==> src/rtl/http_header_tokenizer_unit_defines.svh <==
// Assertion macros shared by the tokenizer RTL.
// Needs clk_i and rst_ni in the scope where a macro is used.
`ifndef HTTP_HEADER_TOKENIZER_UNIT_DEFINES_SVH
`define HTTP_HEADER_TOKENIZER_UNIT_DEFINES_SVH

// Same-cycle implication, switched off while reset is active
`define HTTOK_ASSERT_NOW(lbl, ante, cons) \
  lbl: assert property (@(posedge clk_i) disable iff (!rst_ni) (ante) |-> (cons)) \
    else $error("tokenizer assertion failed");

// Next-cycle implication, switched off while reset is active
`define HTTOK_ASSERT_NEXT(lbl, ante, cons) \
  lbl: assert property (@(posedge clk_i) disable iff (!rst_ni) (ante) |=> (cons)) \
    else $error("tokenizer assertion failed");

`endif

==> src/rtl/httok_pkg.sv <==
// Shared types and constants of the HTTP header tokenizer.
// No dependencies; used by httok_parser and the top level.
package httok_pkg;

  // Configuration register indexes
  localparam logic CfgRespMode = 1'b0;
  localparam logic CfgMaxLen   = 1'b1;

  localparam logic [7:0] MaxLenReset = 8'd128;

  // Parser state codes
  localparam logic [3:0] StFirst  = 4'd0;
  localparam logic [3:0] StSecond = 4'd1;
  localparam logic [3:0] StThirdR = 4'd2;
  localparam logic [3:0] StThirdN = 4'd3;
  localparam logic [3:0] StKey    = 4'd4;
  localparam logic [3:0] StValueR = 4'd5;
  localparam logic [3:0] StValueN = 4'd6;
  localparam logic [3:0] StEndR   = 4'd7;
  localparam logic [3:0] StBody   = 4'd8;

  // Field kinds
  localparam logic [2:0] FkNone    = 3'd0;
  localparam logic [2:0] FkMethod  = 3'd1;
  localparam logic [2:0] FkPath    = 3'd2;
  localparam logic [2:0] FkVersion = 3'd3;
  localparam logic [2:0] FkStatus  = 3'd4;
  localparam logic [2:0] FkText    = 3'd5;
  localparam logic [2:0] FkKey     = 3'd6;
  localparam logic [2:0] FkValue   = 3'd7;

  // Outcomes
  localparam logic [1:0] OcBusy   = 2'd0;
  localparam logic [1:0] OcDone   = 2'd1;
  localparam logic [1:0] OcBody   = 2'd2;
  localparam logic [1:0] OcFailed = 2'd3;

  // Failure causes
  localparam logic [2:0] FcNone      = 3'd0;
  localparam logic [2:0] FcLineEnd   = 3'd1;
  localparam logic [2:0] FcTooLong   = 3'd2;
  localparam logic [2:0] FcBadMethod = 3'd3;
  localparam logic [2:0] FcEmptyPath = 3'd4;

  // Characters
  localparam logic [7:0] ChCr    = 8'h0D;
  localparam logic [7:0] ChLf    = 8'h0A;
  localparam logic [7:0] ChColon = 8'h3A;
  localparam logic [7:0] ChSpace = 8'h20;
  localparam logic [7:0] ChZero  = 8'h30;
  localparam logic [7:0] ChNine  = 8'h39;

  localparam logic [2:0] MethodLen = 3'd4;

  // One result item
  typedef struct packed {
    logic [7:0]  echo_byte;
    logic        byte_kept;
    logic [2:0]  field_kind;
    logic        field_end;
    logic [15:0] status_code;
    logic [1:0]  outcome;
    logic [2:0]  fail_cause;
  } res_t;

  // Expected method bytes, in order
  function automatic logic [7:0] post_char(input logic [1:0] idx);
    logic [7:0] c;
    unique case (idx)
      2'd0:    c = 8'h50;
      2'd1:    c = 8'h4F;
      2'd2:    c = 8'h53;
      default: c = 8'h54;
    endcase
    return c;
  endfunction

endpackage

==> src/rtl/httok_parser.sv <==
// Header parse state and per-byte tagging logic of the tokenizer.
// Depends on httok_pkg. State advances on every accepted item.
module httok_parser (
  input  logic                clk_i,
  input  logic                rst_ni,
  input  logic                acc_i,
  input  logic                kind_i,
  input  logic [7:0]          data_byte_i,
  input  logic                resp_mode_i,
  input  logic [7:0]          max_len_i,
  output httok_pkg::res_t     res_o
);

  logic [3:0]  state_q, state_d;
  logic [7:0]  len_q, len_d;
  logic        started_q, started_d;
  logic [2:0]  midx_q, midx_d;
  logic        mmis_q, mmis_d;
  logic [15:0] acc_q, acc_d;
  logic        digdone_q, digdone_d;
  logic        failed_q, failed_d;
  logic [2:0]  cause_q, cause_d;

  logic [19:0] prod;
  logic        is_digit;
  logic [2:0]  fk;
  logic        do_buf, do_close, do_fail;
  logic [2:0]  fail_code;
  logic [3:0]  close_next;
  logic [1:0]  oc;

  assign is_digit = (data_byte_i >= httok_pkg::ChZero) && (data_byte_i <= httok_pkg::ChNine);
  assign prod = {4'd0, acc_q} * 20'd10 + {12'd0, data_byte_i - httok_pkg::ChZero};

  // Decide what this byte does
  always_comb begin
    fk = httok_pkg::FkNone;
    do_buf = 1'b0;
    do_close = 1'b0;
    do_fail = 1'b0;
    fail_code = httok_pkg::FcNone;
    close_next = state_q;
    oc = httok_pkg::OcBusy;
    state_d = state_q;
    if (kind_i) begin
      state_d = httok_pkg::StFirst;
    end else if (failed_q) begin
      oc = httok_pkg::OcFailed;
    end else if (state_q >= httok_pkg::StBody) begin
      oc = httok_pkg::OcBody;
    end else if (!resp_mode_i && (len_q >= max_len_i)) begin
      do_fail = 1'b1;
      fail_code = httok_pkg::FcTooLong;
    end else begin
      unique case (state_q)
        httok_pkg::StFirst: begin
          fk = resp_mode_i ? httok_pkg::FkVersion : httok_pkg::FkMethod;
          if (data_byte_i == httok_pkg::ChSpace) begin
            if (!resp_mode_i && (mmis_q || midx_q != httok_pkg::MethodLen)) begin
              do_fail = 1'b1;
              fail_code = httok_pkg::FcBadMethod;
            end else begin
              do_close = 1'b1;
              close_next = httok_pkg::StSecond;
            end
          end else begin
            do_buf = 1'b1;
          end
        end
        httok_pkg::StSecond: begin
          fk = resp_mode_i ? httok_pkg::FkStatus : httok_pkg::FkPath;
          if (data_byte_i == httok_pkg::ChSpace) begin
            if (!resp_mode_i && !started_q) begin
              do_fail = 1'b1;
              fail_code = httok_pkg::FcEmptyPath;
            end else begin
              do_close = 1'b1;
              close_next = httok_pkg::StThirdR;
            end
          end else begin
            do_buf = 1'b1;
          end
        end
        httok_pkg::StThirdR: begin
          fk = resp_mode_i ? httok_pkg::FkText : httok_pkg::FkVersion;
          if (data_byte_i == httok_pkg::ChCr) begin
            do_close = 1'b1;
            close_next = httok_pkg::StThirdN;
          end else begin
            do_buf = 1'b1;
          end
        end
        httok_pkg::StThirdN, httok_pkg::StValueN: begin
          if (data_byte_i == httok_pkg::ChLf) begin
            state_d = httok_pkg::StKey;
          end else begin
            do_fail = 1'b1;
            fail_code = httok_pkg::FcLineEnd;
          end
        end
        httok_pkg::StKey: begin
          if (data_byte_i == httok_pkg::ChColon) begin
            fk = httok_pkg::FkKey;
            do_close = 1'b1;
            close_next = httok_pkg::StValueR;
          end else if (data_byte_i == httok_pkg::ChCr) begin
            state_d = httok_pkg::StEndR;
          end else begin
            fk = httok_pkg::FkKey;
            do_buf = 1'b1;
          end
        end
        httok_pkg::StValueR: begin
          fk = httok_pkg::FkValue;
          if (data_byte_i == httok_pkg::ChCr) begin
            do_close = 1'b1;
            close_next = httok_pkg::StValueN;
          end else begin
            do_buf = 1'b1;
          end
        end
        default: begin
          // closing line: only LF may follow the CR
          if (data_byte_i == httok_pkg::ChLf) begin
            state_d = httok_pkg::StBody;
            oc = httok_pkg::OcDone;
          end else begin
            do_fail = 1'b1;
            fail_code = httok_pkg::FcLineEnd;
          end
        end
      endcase
      if (do_close) begin
        state_d = close_next;
      end
    end
    if (do_fail) begin
      oc = httok_pkg::OcFailed;
      fk = httok_pkg::FkNone;
    end
  end

  // Field bookkeeping and failure flag
  always_comb begin
    len_d = len_q;
    started_d = started_q;
    midx_d = midx_q;
    mmis_d = mmis_q;
    acc_d = acc_q;
    digdone_d = digdone_q;
    failed_d = failed_q;
    cause_d = cause_q;
    if (kind_i || do_close) begin
      len_d = 8'd0;
      started_d = 1'b0;
      midx_d = 3'd0;
      mmis_d = 1'b0;
      acc_d = 16'd0;
      digdone_d = 1'b0;
    end
    if (kind_i) begin
      failed_d = 1'b0;
      cause_d = httok_pkg::FcNone;
    end
    if (do_fail) begin
      failed_d = 1'b1;
      cause_d = fail_code;
    end
    if (do_buf) begin
      if (len_q != 8'hFF) begin
        len_d = len_q + 8'd1;
      end
      if (data_byte_i != httok_pkg::ChSpace) begin
        started_d = 1'b1;
      end
      // method match only counts in the first field
      if (state_q == httok_pkg::StFirst) begin
        if (midx_q < httok_pkg::MethodLen && data_byte_i == httok_pkg::post_char(midx_q[1:0]))
        begin
          midx_d = midx_q + 3'd1;
        end else begin
          mmis_d = 1'b1;
        end
      end
      // decimal status accumulation, saturating
      if (state_q == httok_pkg::StSecond && !digdone_q) begin
        if (is_digit) begin
          acc_d = (prod > 20'd65535) ? 16'hFFFF : prod[15:0];
        end else begin
          digdone_d = 1'b1;
        end
      end
    end
  end

  // Result of this byte
  always_comb begin
    res_o.echo_byte = data_byte_i;
    res_o.byte_kept = do_buf && started_d;
    res_o.field_kind = fk;
    res_o.field_end = do_close;
    res_o.status_code = (do_close && state_q == httok_pkg::StSecond && resp_mode_i) ?
                        acc_q : 16'd0;
    res_o.outcome = oc;
    res_o.fail_cause = (oc == httok_pkg::OcFailed) ? cause_d : httok_pkg::FcNone;
  end

  always_ff @(posedge clk_i or negedge rst_ni) begin
    if (!rst_ni) begin
      state_q <= httok_pkg::StFirst;
      len_q <= 8'd0;
      started_q <= 1'b0;
      midx_q <= 3'd0;
      mmis_q <= 1'b0;
      acc_q <= 16'd0;
      digdone_q <= 1'b0;
      failed_q <= 1'b0;
      cause_q <= httok_pkg::FcNone;
    end else if (acc_i) begin
      state_q <= state_d;
      len_q <= len_d;
      started_q <= started_d;
      midx_q <= midx_d;
      mmis_q <= mmis_d;
      acc_q <= acc_d;
      digdone_q <= digdone_d;
      failed_q <= failed_d;
      cause_q <= cause_d;
    end
  end

endmodule

==> src/rtl/http_header_tokenizer_unit.sv <==
// HTTP header tokenizer, top level: config registers, parser, output buffering.
// Depends on httok_pkg, httok_parser and http_header_tokenizer_unit_defines.svh.
//
// Use: bytes of an HTTP/1.x message enter on the input channel (in_valid_i,
// in_stall_o, kind_i, data_byte_i); kind_i high restarts parsing. Every item
// gives exactly one result item on the output channel (out_valid_o,
// out_stall_i, echo_byte_o and the tag fields).
// Throughput: one item per cycle while in_stall_o is low; the parser state
// update is combinational logic between the parse state registers and the
// output register. When the receiver stalls, one further item is held in a
// skid register; in_stall_o rises only when that register is full, and
// results come out in order with nothing lost. Configuration (response mode,
// field length limit) is written through cfg_we_i/cfg_idx_i/cfg_wdata_i; the
// user must do so only while the block is idle; the block does not enforce it.
// Reset clears the parse state, the buffers and sets the registers to request
// mode with a field length limit of MaxLenInit (128 by default).
`include "http_header_tokenizer_unit_defines.svh"

module http_header_tokenizer_unit #(
  parameter logic [7:0] MaxLenInit = httok_pkg::MaxLenReset
) (
  input  logic        clk_i,
  input  logic        rst_ni,
  input  logic        cfg_we_i,
  input  logic        cfg_idx_i,
  input  logic [7:0]  cfg_wdata_i,
  input  logic        in_valid_i,
  output logic        in_stall_o,
  input  logic        kind_i,
  input  logic [7:0]  data_byte_i,
  output logic        out_valid_o,
  input  logic        out_stall_i,
  output logic [7:0]  echo_byte_o,
  output logic        byte_kept_o,
  output logic [2:0]  field_kind_o,
  output logic        field_end_o,
  output logic [15:0] status_code_o,
  output logic [1:0]  outcome_o,
  output logic [2:0]  fail_cause_o
);

  logic            resp_mode_q;
  logic [7:0]      max_len_q;
  logic            acc;
  logic            take;
  httok_pkg::res_t res_new;
  httok_pkg::res_t out_q;
  httok_pkg::res_t skid_q;
  logic            out_valid_q;
  logic            skid_valid_q;

  // Configuration registers
  always_ff @(posedge clk_i or negedge rst_ni) begin
    if (!rst_ni) begin
      resp_mode_q <= 1'b0;
      max_len_q <= MaxLenInit;
    end else if (cfg_we_i) begin
      unique case (cfg_idx_i)
        httok_pkg::CfgRespMode: resp_mode_q <= cfg_wdata_i[0];
        default:                max_len_q <= cfg_wdata_i;
      endcase
    end
  end

  assign acc = in_valid_i && !skid_valid_q;
  assign take = out_valid_q && !out_stall_i;
  assign in_stall_o = skid_valid_q;

  httok_parser u_parser (
    .clk_i       (clk_i),
    .rst_ni      (rst_ni),
    .acc_i       (acc),
    .kind_i      (kind_i),
    .data_byte_i (data_byte_i),
    .resp_mode_i (resp_mode_q),
    .max_len_i   (max_len_q),
    .res_o       (res_new)
  );

  // Output register plus skid register
  always_ff @(posedge clk_i or negedge rst_ni) begin
    if (!rst_ni) begin
      out_valid_q <= 1'b0;
      skid_valid_q <= 1'b0;
    end else begin
      if (!out_valid_q || take) begin
        out_valid_q <= skid_valid_q || acc;
        skid_valid_q <= 1'b0;
      end else if (acc) begin
        skid_valid_q <= 1'b1;
      end
    end
  end

  always_ff @(posedge clk_i) begin
    if (!out_valid_q || take) begin
      out_q <= skid_valid_q ? skid_q : res_new;
    end else if (acc) begin
      skid_q <= res_new;
    end
  end

  assign out_valid_o = out_valid_q;
  assign echo_byte_o = out_q.echo_byte;
  assign byte_kept_o = out_q.byte_kept;
  assign field_kind_o = out_q.field_kind;
  assign field_end_o = out_q.field_end;
  assign status_code_o = out_q.status_code;
  assign outcome_o = out_q.outcome;
  assign fail_cause_o = out_q.fail_cause;

  // Checks
  `HTTOK_ASSERT_NOW(a_skid_needs_out, skid_valid_q, out_valid_q)
  `HTTOK_ASSERT_NOW(a_cause_only_failed, out_valid_q && outcome_o != httok_pkg::OcFailed, fail_cause_o == httok_pkg::FcNone)
  `HTTOK_ASSERT_NOW(a_end_has_kind, out_valid_q && field_end_o, field_kind_o != httok_pkg::FkNone)
  `HTTOK_ASSERT_NEXT(a_stall_fills_skid, acc && out_valid_q && out_stall_i, skid_valid_q)

endmodule
==> config.mk <==
export PLATFORM = sky130hd
export DESIGN_NAME = http_header_tokenizer_unit
export DESIGN_NICKNAME = d
export VERILOG_FILES = /design/src/rtl/httok_pkg.sv /design/src/rtl/httok_parser.sv /design/src/rtl/http_header_tokenizer_unit.sv
export VERILOG_INCLUDE_DIRS = /design/src /design/src/rtl
export SDC_FILE = /design/constraint.sdc
export NUM_CORES = 1
export LEC_CHECK = 0
export BUFFER_PORTS_ARGS = -buffer_cell sky130_fd_sc_hd__buf_2
export CAP_MARGIN = 30
export CORE_MARGIN = 4
export CORE_UTILIZATION = 40
export CTS_BUF_LIST = sky130_fd_sc_hd__clkbuf_8
export CTS_CLUSTER_DIAMETER = 150
export DETAILED_ROUTE_END_ITERATION = 16
export HOLD_SLACK_MARGIN = 0.02
export SLEW_MARGIN = 20
export SYNTH_ARGS = -nofsm -noshare
export SYNTH_HDL_FRONTEND = slang
export SYNTH_SLANG_ARGS = --single-unit
==> constraint.sdc <==
create_clock -name clk_i -period 8.7 [get_ports clk_i]
set_input_delay 2.61 -clock clk_i [delete_from_list [all_inputs] [get_ports clk_i]]
set_output_delay 2.61 -clock clk_i [all_outputs]
set_load 0.01 [all_outputs]
# Word level (Yosys, flattened, before mapping)
# Cells that the tools add are included.
[word_totals]
word_cells = 223
output_inout_bits = 36
reg_bits = 117
in_bits = 23
[classes]
mul = 1
order_cmp = 6
bitwise = 2
reduce_logical = 37
addsub = 4
eq_ne = 32
mux = 114
[ops]
columns = ["op", "count"]
rows = [
  ["2-to-1 mux 16 bit", 6],
  ["2-to-1 mux 3 bit", 23],
  ["2-to-1 mux 4 bit", 16],
  ["2-to-1 mux 1 bit", 47],
  ["2-to-1 mux 8 bit", 5],
  ["2-to-1 mux 34 bit", 1],
  ["adder 20 x 8 -> 20 bit", 1],
  ["> comparator 20 x 16 -> 1 bit, second input constant", 1],
  ["!= test 4 x 3 -> 1 bit, second input constant", 5],
  ["one-hot mux 4 bit (5 select lines)", 1],
  ["multiplier 16 x 3 -> 19 bit, second input constant", 1],
  ["AND reduction 17 bit", 1],
  ["equality test 8 x 4 -> 1 bit, second input constant", 2],
  ["equality test 8 x 6 -> 1 bit, second input constant", 2],
  ["2-to-1 mux 2 bit", 8],
  ["one-hot mux 3 bit (5 select lines)", 1],
  ["one-hot mux 5 bit (3 select lines)", 1],
  ["equality test 4 x 3 -> 1 bit, second input constant", 3],
  ["!= test 4 bit, second input constant", 3],
  ["one-hot mux 4 bit (3 select lines)", 1],
  ["logical AND 1 bit", 11],
  ["one-hot mux 3 bit (3 select lines)", 1],
  ["adder 8 x 1 -> 8 bit, second input constant", 1],
  ["equality test 4 x 2 -> 1 bit, second input constant", 2],
  ["other kinds (32)", 52],
]

# Longest topological paths before layout
# Gate-level depths: netlist (run 1).
[logic_depth]
word_depth = 20
depth_mapped = 15
mapped_depth_nobuf = 14

# By module
# A second synthesis (run 1) with hierarchy kept.
[unflattened]
hier_cells = 695
area_unflattened_um2 = 7404.6
[by_module_without_submodules]
columns = ["module", "instances", "cells_each", "seq_area_each_um2", "area_per_inst_um2"]
rows = [
  ["httok_parser", 1, 561, 950.9, 4408.0],
  ["http_header_tokenizer_unit", 1, 134, 2318.5, 2996.6],
]

# Worst setup path before layout (run 1)
# No wires, ideal clock.
[synth_timing]
path_type = "input to register"
start = "input out_stall_i"
end = "register skid_q[0] (netlist bit) (enable)"
stages = 2
path_buffers = 0
t_required_ps = 8275
setup_time_ps = 425
path_slack_ps = 3319
arrival_ps = 4956
path_cell_list = "nand2_1 > nor2_1"
[synth_between]
elab_chain_cells = 5
[synth_rtl]
columns = ["element", "line", "text"]
rows = [
  ["start, declared", "http_header_tokenizer_unit.sv:32", "input logic out_stall_i,"],
  ["logical NOT 1 bit", "http_header_tokenizer_unit.sv:66", "assign take = out_valid_q && !out_stall_i;"],
  ["logical AND 1 bit", "http_header_tokenizer_unit.sv:66", ""],
  ["logical OR 1 bit", "http_header_tokenizer_unit.sv:96", "if (!out_valid_q || take) begin"],
  ["inverter 1 bit (no line)", "n/a", ""],
  ["AND reduction 2 bit (no line)", "n/a", ""],
  ["end signal, assigned", "http_header_tokenizer_unit.sv:99", "skid_q <= res_new;"],
  ["end, declared", "http_header_tokenizer_unit.sv:48", "httok_pkg::res_t skid_q;"],
]
# No other way between the ends.
# A chain may end at the register's enable or synchronous reset.

# Worst setup path after layout (run 1)
[layout_timing]
start = "input data_byte_i[5]"
end = "register u_parser.len_q[2]"
[layout_between]
elab_chain_cells = 15
[layout_rtl]
columns = ["element", "line", "text"]
rows = [
  ["start, declared", "http_header_tokenizer_unit.sv:30", "input logic [7:0] data_byte_i,"],
  ["equality test 8 x 4 -> 1 bit (tied with other cells)", "httok_parser.sv:86, httok_parser.sv:106, httok_parser.sv:115", ""],
  ["2-to-1 mux 1 bit, on equally long branches", "n/a", ""],
  ["one-hot mux 1 bit (4 select lines)", "httok_parser.sv:55", "unique case (state_q)"],
  ["2-to-1 mux 1 bit", "httok_parser.sv:51", "end else if (!resp_mode_i && (len_q >= max_len_i)) begin"],
  ["2-to-1 mux 1 bit", "httok_parser.sv:49", "end else if (state_q >= httok_pkg::StBody) begin"],
  ["2-to-1 mux 1 bit", "httok_parser.sv:47", "end else if (failed_q) begin"],
  ["2-to-1 mux 1 bit", "httok_parser.sv:45", "if (kind_i) begin"],
  ["2-to-1 mux 1 bit", "httok_parser.sv:51", ""],
  ["2-to-1 mux 1 bit", "httok_parser.sv:49", ""],
  ["2-to-1 mux 1 bit", "httok_parser.sv:47", ""],
  ["2-to-1 mux 1 bit", "httok_parser.sv:45", ""],
  ["logical OR 1 bit", "httok_parser.sv:153", "if (kind_i || do_close) begin"],
  ["2-to-1 mux 8 bit", "httok_parser.sv:153", ""],
  ["2-to-1 mux 8 bit", "httok_parser.sv:170", "if (len_q != 8'hFF) begin"],
  ["2-to-1 mux 8 bit (*)", "httok_parser.sv:169", "if (do_buf) begin"],
  ["end signal, assigned", "httok_parser.sv:221", "len_q <= len_d;"],
  ["end, declared", "httok_parser.sv:15", "logic [7:0] len_q, len_d;"],
]
# Mark *: on every way between the ends. The rest lies on a longest branch, timed or not. The select of a mux whose other input is x is not followed.

==> results by group, run 1 <==
Outcome
  – Status: finished, final reports clean

Worst setup path
  – Setup Crit Path Kind: in -> reg
  – Critical Path Start Type: input pin
  – Critical Path End Type: flip-flop
  – Worst path required time: roughly 9.0 ns
  – CP max stage cell: or4b_2
  – Largest stage delay on the critical path: between 0.5 and 0.6 ns
  – Buffers & Inverters on Critical Path: 1
  – Crit path max-delay family: simple AND/OR/NAND/NOR gates
  – Reg2reg path depth: 12
  – CP Cell Sequence: buf_2 > ha_1 > or4b_2 > nor2_1 > a32oi_1 > o21ai_2 > a21oi_1 > nand2b_1 > and2_1 > o21ai_0 > o21ai_1
  – Worst-path fanout max: 23
  – WP depth: 11
  – Arrival time at the worst endpoint: between 5 and 6 ns

Route
  – Vias post-DR: 5,101
  – Pre-antenna DRT Iters: 5
  – Antenna viol nets, final: 0
  – DRC Markers: 0
  – Total routed wirelength: roughly 16,000 µm
  – DRT iter0 DRCs: about 330
  – Routed len/inst: 16.9 µm
  – Number of vias per cell: 5.50

Synthesis
  – Syn_nets: 706
  – Seq/Total Area, Yosys: 0.464
  – Mapped Area: approximately 7000 µm²
  – Post-Syn Instances: 630
  – Ys flop type: edfxtp_1
  – Synth async-reset ratio: 0.419
  – Syn Area/Cell: 11.2 µm²
  – Post-synth EDFFs: a little under 70
  – Flops & latches, synth: approximately 120
  – Synth cell types: 83
  – Ys Warns: 0

Power
  – P per Cell Area: about 170 nW/µm²
  – Peak VDD IR: 0.0926 mV
  – LEAKAGE: between 0.003 and 0.004 µW
  – Power Total: 1330 µW

Floorplan
  – Die Span Y: around 140 µm
  – Die width: approximately 140 µm
  – IO Count: between 50 and 60
  – Initial Utilization: 0.407
  – Core footprint: 17,300 µm²
  – Num rows: 48
  – Full die area: 19,800 µm²

CTS
  – CTS Sinks: between 100 and 150
  – Root buffer cell: clkbuf_8
  – CTS buffer count: 17
  – CTS tree: built
  – CTS Hold Bufs: 0
  – Clock-pin slew on the worst setup and hold paths: 0.07 ns
  – PostCTS Resize Cnt: 0
  – H-tree levels: 4
  – Post-CTS Setup Inserts: 0
  – Clock Latency Late Sink: between 0.4 and 0.5 ns
  – Clock Path Buffers: 2

Flow run
  – Max_cap viols: 0

GRT
  – Congestion Overflow GR: 0
  – Antenna violations before repair: 0
  – Pin count of the biggest net entering global routing: 50
  – First-pass GRT wire length: roughly 26,000 µm
  – Vias in the first global route: about 5,100
  – Overall Global Routing Usage: 0.162

STA
  – Final setup vio count: 0
  – Max-slew violation count: 0
  – Final cycle utilization of the critical path: 0.601
  – Hold Vio Cnt, Final: 0
  – Tmin final: roughly 5.2 ns
  – RSZ-0062 raised after global routing: no
  – Clock Skews: 0.0126 ns
  – Total negative slack: 0 ns
  – Slew @ Worst Pin: around 0.89 ns
  – Max frequency: roughly 190 MHz
  – Relative slew slack: 0.410

Finish
  – Final design utilization: 0.459
  – Nets: roughly 770
  – Antenna Cells: 0
  – Layout area overhead: 12.7%
  – Commonest non-fill, non-tap cell in the layout: edfxtp_1
  – Layout cells sized above 1: 0.242
  – Most frequent cells in the layout: edfxtp_1, buf_2, ha_1

Place
  – Dpl hpwl: ~12,000 µm
  – Final Wtd Congestion: 0.923
  – Port buffer count: 58

Hold path
  – Worst Hold Class: reg -> reg
  – Worst hold path depth: 1
## stage by stage
| stage | hold slack [ns] | worst slack, ns | cell area (µm²) | std cells |
|---|---|---|---|---|
| after floorplan | 0.449 | 3.32 | 7050 | 630 |
| after global placement | 0.466 | 3.13 | 7550 | 895 |
| after detailed placement | 0.472 | 3.05 | 7550 | 895 |
| after CTS | 0.489 | 3.51 | 7950 | 927 |
| after global routing | 0.505 | 3.17 | 7950 | 927 |
| final | 0.488 | 3.47 | 7950 | 927 |
## final timing paths
check / startpoint / end / slack [ns]
max: data_byte_i[5] / u_parser.len_q[2] / 3.47
min: u_parser.cause_q[1] / u_parser.cause_q[1] / 0.49
max reg2reg: u_parser.acc_q[1] / u_parser.acc_q[5] / 4.77
min reg2reg: u_parser.cause_q[1] / u_parser.cause_q[1] / 0.49
max in group asynchronous: rst_ni / u_parser.acc_q[14] / 5.93
min in group asynchronous: rst_ni / max_len_q[3] / 2.29
## registers in the layout, indices dropped and copies added (netlist names), 2 cells and up
signal,flops
field_kind_o,3
outcome_o,2
u_parser.cause_q,3
u_parser.acc_q,16
status_code_o,16
fail_cause_o,3
u_parser.midx_q,3
u_parser.state_q,4
echo_byte_o,8
max_len_q,8
u_parser.len_q,8
skid_q,34
## cells by family after synthesis
kind of cell / synth area share
AOI/OAI and AO/OA: 0.160
xor gates and xnor gates: 0.0408
adders and majority gates: 0.0962
buffers and inverters: 0.0289
DFF: 0.464
muxes: 0.0625
and+or+nand+nor: 0.147
## synthesized netlist by cell type, types with 7 or more instances
library cell,number,area (µm²)
and3_1,11,68.8
a21oi_1,31,155
xor2_1,16,140
and2_4,10,87.6
nand3_1,23,115
and2_1,9,56.3
o31ai_1,10,75.1
xnor2_1,15,131
dfrtp_1,48,1200
nor3_1,7,35.0
edfxtp_1,68,2040
mux2_2,36,405
ha_1,51,638
o21ai_0,21,105
inv_1,25,93.8
a21o_1,13,97.6
clkbuf_1,17,63.8
nor2_1,43,161
o211ai_1,8,60.1
o211ai_2,7,87.6
nand2_1,43,161
## metal layers
layer | vias to the layer above | track usage | part of all wire
met2 | 127 | 0.258 | 0.47
met3 | 14 | 0.0393 | 0.062
li1 | 2479 | - | -
met4 | 0 | 0.0439 | 0.011
met1 | 2481 | 0.223 | 0.46
met5 | - | 0 | 0
## cell type report
type                       instances  area (µm²)
timing repair buffer              63         328
inverter                          25        93.8
tap                              225         282
multi-input combinational        465        3580
clock buffer                      18         248
sequential                       117        3270
clock inverter                    14         149
fill                            1604        9350
## power breakdown
group / leakage (µW) / switching (µW) / total [µW] / internal [µW]
clock: 0.000213 / 213 / 498 / 285
combinational: 0.00204 / 108 / 175 / 67.2
sequential: 0.00133 / 21.5 / 652 / 631
Note: power is estimated with default switching activity, not from simulation.
==> run 2: changes to the inputs <==
Settings changed: ABC_AREA from default to 1.
Clock period 8.7 ns to 4.2 ns, I/O delays scaled along.
==> run 2 against run 1 <==
Largest power group unchanged. Clock power rose by 100%. First-iteration DRC count is 44% higher. Combinational power increased to 3.0 times the previous value. Cell count increased by 40%. Sequential share of layout area shrank 3.1 points. Critical path type is now reg -> reg. Via count up 23%. Largest cell class unchanged. Critical path depth rose by 8. Cell area increased by 8.2%.
==> results by group, run 2 <==
Worst setup path
  – Most used cell, CP: nand2_1
  – Setup Crit Path Kind: reg -> reg (was in -> reg)
  – CP Cell Sequence: ha_1 > ha_1 > fa_1 > xor2_1 > ha_1 > nand2_1 > o21a_1 > nand2_1 > inv_1 > nor2_2 > nand2_2 > nor2_4 > nand2_1 > nand2_1 > nand2_2 > nor2_4 > nand3_1 > nand2_1 > nand2_1 (was buf_2 > ha_1 > or4b_2 > nor2_1 > a32oi_1 > o21ai_2 > a21oi_1 > nand2b_1 > and2_1 > o21ai_0 > o21ai_1)
  – Critical path launch point: u_parser.acc_q[1] (was data_byte_i[5])
  – Worst-path fanout max: 16 (was 23)
  – Critical Path End Type: flip-flop (unchanged)
  – Critical Path Start Type: flip-flop (was input pin)
  – RR Endpoint: u_parser.acc_q[14] (was u_parser.acc_q[5])
  – CP max stage cell: dfrtp_1 (was or4b_2)
  – Reg2reg path depth: 19 (was 12)
  – Worst reg2reg startpoint: u_parser.acc_q[1] (unchanged)
  – Worst path required time: 4.52 ns (was 8.99 ns)
  – End point of the critical path: u_parser.acc_q[14] (was u_parser.len_q[2])
  – Arrival time at the worst endpoint: 4.06 ns (was 5.51 ns)
  – Largest stage delay on the critical path: 0.47 ns (was 0.59 ns)
  – Reg2reg setup slack: 0.47 ns (was 4.77 ns)

Finish
  – Most frequent cells in the layout: nand2_1, inv_1, nand3_1 (was edfxtp_1, buf_2, ha_1)
  – Nets: 1,123 (was 765)
  – Commonest non-fill, non-tap cell in the layout: nand2_1 (was edfxtp_1)
  – Reg with most FFs: skid_q (unchanged)
  – Antenna Cells: 0 (unchanged)
  – Final design utilization: 0.458 (was 0.459)
  – Layout cells sized above 1: 0.142 (was 0.242)
  – Layout area overhead: 12.0% (was 12.7%)
  – Max FFs per register: 34 (unchanged)

Flow run
  – Max_cap viols: 0 (unchanged)

Power
  – LEAKAGE: 0.00435 µW (was 0.00358 µW)
  – Peak VDD IR: 0.212 mV (was 0.0926 mV)
  – P per Cell Area: 343 nW/µm² (was 167 nW/µm²)

CTS
  – Clock-pin slew on the worst setup and hold paths: 0.08 ns (was 0.07 ns)
  – Clock Path Buffers: 2 (unchanged)
  – PostCTS Resize Cnt: 0 (unchanged)
  – Clock Latency Late Sink: 0.44 ns (was 0.42 ns)
  – CTS Sinks: 117 (unchanged)
  – CTS buffer count: 17 (unchanged)
  – Post-CTS Setup Inserts: 0 (unchanged)
  – CTS Hold Bufs: 0 (unchanged)
  – Root buffer cell: clkbuf_8 (unchanged)
  – CTS tree: built (unchanged)
  – H-tree levels: 4 (unchanged)

Synthesis
  – Synth async-reset ratio: 0.419 (unchanged)
  – Main combinational cell family by area after synthesis: simple AND/OR/NAND/NOR gates (was compound AO/OA/AOI/OAI gates)
  – Largest cells by area after synthesis: edfxtp_1, dfrtp_1, nand2_1, ha_1, inv_1 (was edfxtp_1, dfrtp_1, ha_1, mux2_2, nand2_1)
  – Synth cell types: 44 (was 83)
  – Synth cell count leaders: nand2_1, inv_1, nand3_1, nor2_1 (was edfxtp_1, ha_1, dfrtp_1, nand2_1, nor2_1)
  – Most common cell in the netlist: nand2_1 (was edfxtp_1)
  – Mapped Area: 7670 µm² (was 7050 µm²)
  – Ys Warns: 0 (unchanged)
  – Top-area cell type share of the netlist area: 0.266 (was 0.290)
  – Flops & latches, synth: 117 (unchanged)
  – Ys flop type: edfxtp_1 (unchanged)
  – Compound-gate portion of the synthesized area: 0.0880 (was 0.160)
  – Syn_nets: 1,060 (was 706)
  – Synth Area in XOR/XNOR: 0.0183 (was 0.0408)
  – Post-synth EDFFs: 68 (unchanged)
  – Mux share of post-synthesis cell area: 0.00277 (was 0.0625)
  – Post-Syn Instances: 984 (was 630)
  – Adder-cell share of the synthesized area: 0.0884 (was 0.0962)
  – Syn Area/Cell: 7.80 µm² (was 11.2 µm²)
  – Seq/Total Area, Yosys: 0.426 (was 0.464)
  – Post-synthesis simple-gate area fraction: 0.295 (was 0.147)
  – Area leader, netlist: edfxtp_1 (unchanged)

GRT
  – Antenna violations before repair: 0 (unchanged)
  – First-pass GRT wire length: 28,700 µm (was 26,000 µm)
  – Vias in the first global route: 5,776 (was 5,086)
  – Overall Global Routing Usage: 0.163 (was 0.162)
  – Pin count of the biggest net entering global routing: 40 (was 50)
  – Congestion Overflow GR: 0 (unchanged)

STA
  – Max-slew violation count: 0 (unchanged)
  – Total negative slack: 0 ns (unchanged)
  – Clock Skews: 0.0186 ns (was 0.0126 ns)
  – Max frequency: 268 MHz
  – Final setup vio count: 0 (unchanged)
  – RSZ-0062 raised after global routing: no (unchanged)
  – Worst Setup Slack, final: 0.466 ns (was 3.47 ns)
  – Slew @ Worst Pin: 0.797 ns (was 0.885 ns)
  – Relative slew slack: 0.469 (was 0.410)
  – Tmin final: 3.73 ns
  – Final cycle utilization of the critical path: 0.889
  – Hold Vio Cnt, Final: 0 (unchanged)

Route
  – Pre-antenna DRT Iters: 5 (unchanged)
  – Routed len/inst: 13.3 µm (was 16.9 µm)
  – DRT iter0 DRCs: 467 (was 325)
  – Antenna viol nets, final: 0 (unchanged)
  – DRC Markers: 0 (unchanged)
  – Total routed wirelength: 17,200 µm (was 15,700 µm)
  – Vias post-DR: 6,264 (was 5,101)
  – Number of vias per cell: 4.84 (was 5.50)

Floorplan
  – Initial Utilization: 0.409 (was 0.407)
  – Die width: 147 µm (was 141 µm)
  – Num rows: 50 (was 48)
  – IO Count: 59 (unchanged)
  – Full die area: 21,500 µm² (was 19,800 µm²)
  – Die Span Y: 147 µm (was 141 µm)
  – Core footprint: 18,800 µm² (was 17,300 µm²)

Place
  – Final Wtd Congestion: 0.902 (was 0.923)
  – Port buffer count: 58 (unchanged)
  – Dpl hpwl: 13,000 µm (was 11,600 µm)
  – Placement Setup Slack: 0.287 ns (was 3.05 ns)

Hold path
  – Worst Hold Class: reg -> reg (unchanged)

Outcome
  – Status: finished, final reports clean (unchanged)
-- run 2: final cells by class --
class	count	area (µm²)
clock buffers	17	234
clock inverters	15	156
fillers	1880	10200
inverters	137	514
multi-input cells	708	3780
flip-flops and latches	117	3270
well taps	234	293
repair buffers	66	350
-- run 2: kinds of logic after synthesis --
group,after synthesis
AO/OA/AOI/OAI,124
XOR/XNOR,16
adder cells (fa/ha/maj),53
buffers and inverters,159
AND/OR/NAND/NOR,513
flip-flops,117
multiplexers,2
-- run 2: per-stage QoR --
step | cell area [µm²] | total power, µW | hold WS (ns) | instances
after floorplan | 7670 | 1780 | 0.443 | 984
after global placement | 8210 | 1940 | 0.461 | 1262
after detailed placement | 8210 | 1950 | 0.474 | 1262
after CTS | 8600 | 2980 | 0.489 | 1294
after global routing | 8600 | 3100 | 0.512 | 1294
final | 8600 | 2950 | 0.485 | 1294
-- run 2: power by group --
| part | switching [µW] | internal (µW) |
|---|---|---|
| clock | 492 | 529 |
| sequential | 54.2 | 1340 |
| combinational | 356 | 173 |
-- run 2: worst max-delay path, delay by kind of cell (launching register included) --
kind	cells	cell delay, ns
compound gates	1	0.19
xor+xnor	1	0.18
fa+ha+maj	4	1.40
buf+inv	1	0.07
flops	1	0.47
simple gates	12	1.30
-- run 2: per-layer routing --
| layer | part of all wire | track usage | vias up |
|---|---|---|---|
| li1 | - | - | 3350 |
| met1 | 0.52 | 0.241 | 2805 |
| met2 | 0.44 | 0.244 | 100 |
| met3 | 0.034 | 0.0295 | 9 |
| met4 | 0.0083 | 0.0452 | 0 |
| met5 | 0 | 0 | - |
-- run 2: worst min-delay path by stage --
stage / from / end / slack (ns) / cells after the start
after detailed placement: u_parser.digdone_q / u_parser.digdone_q / 0.47 / 2
final: max_len_q[7] / max_len_q[7] / 0.48 / 2
after CTS: max_len_q[7] / max_len_q[7] / 0.49 / 2
after global routing: max_len_q[7] / max_len_q[7] / 0.51 / 2
after floorplan: u_parser.digdone_q / u_parser.digdone_q / 0.44 / 2
after global placement: u_parser.digdone_q / u_parser.digdone_q / 0.46 / 2
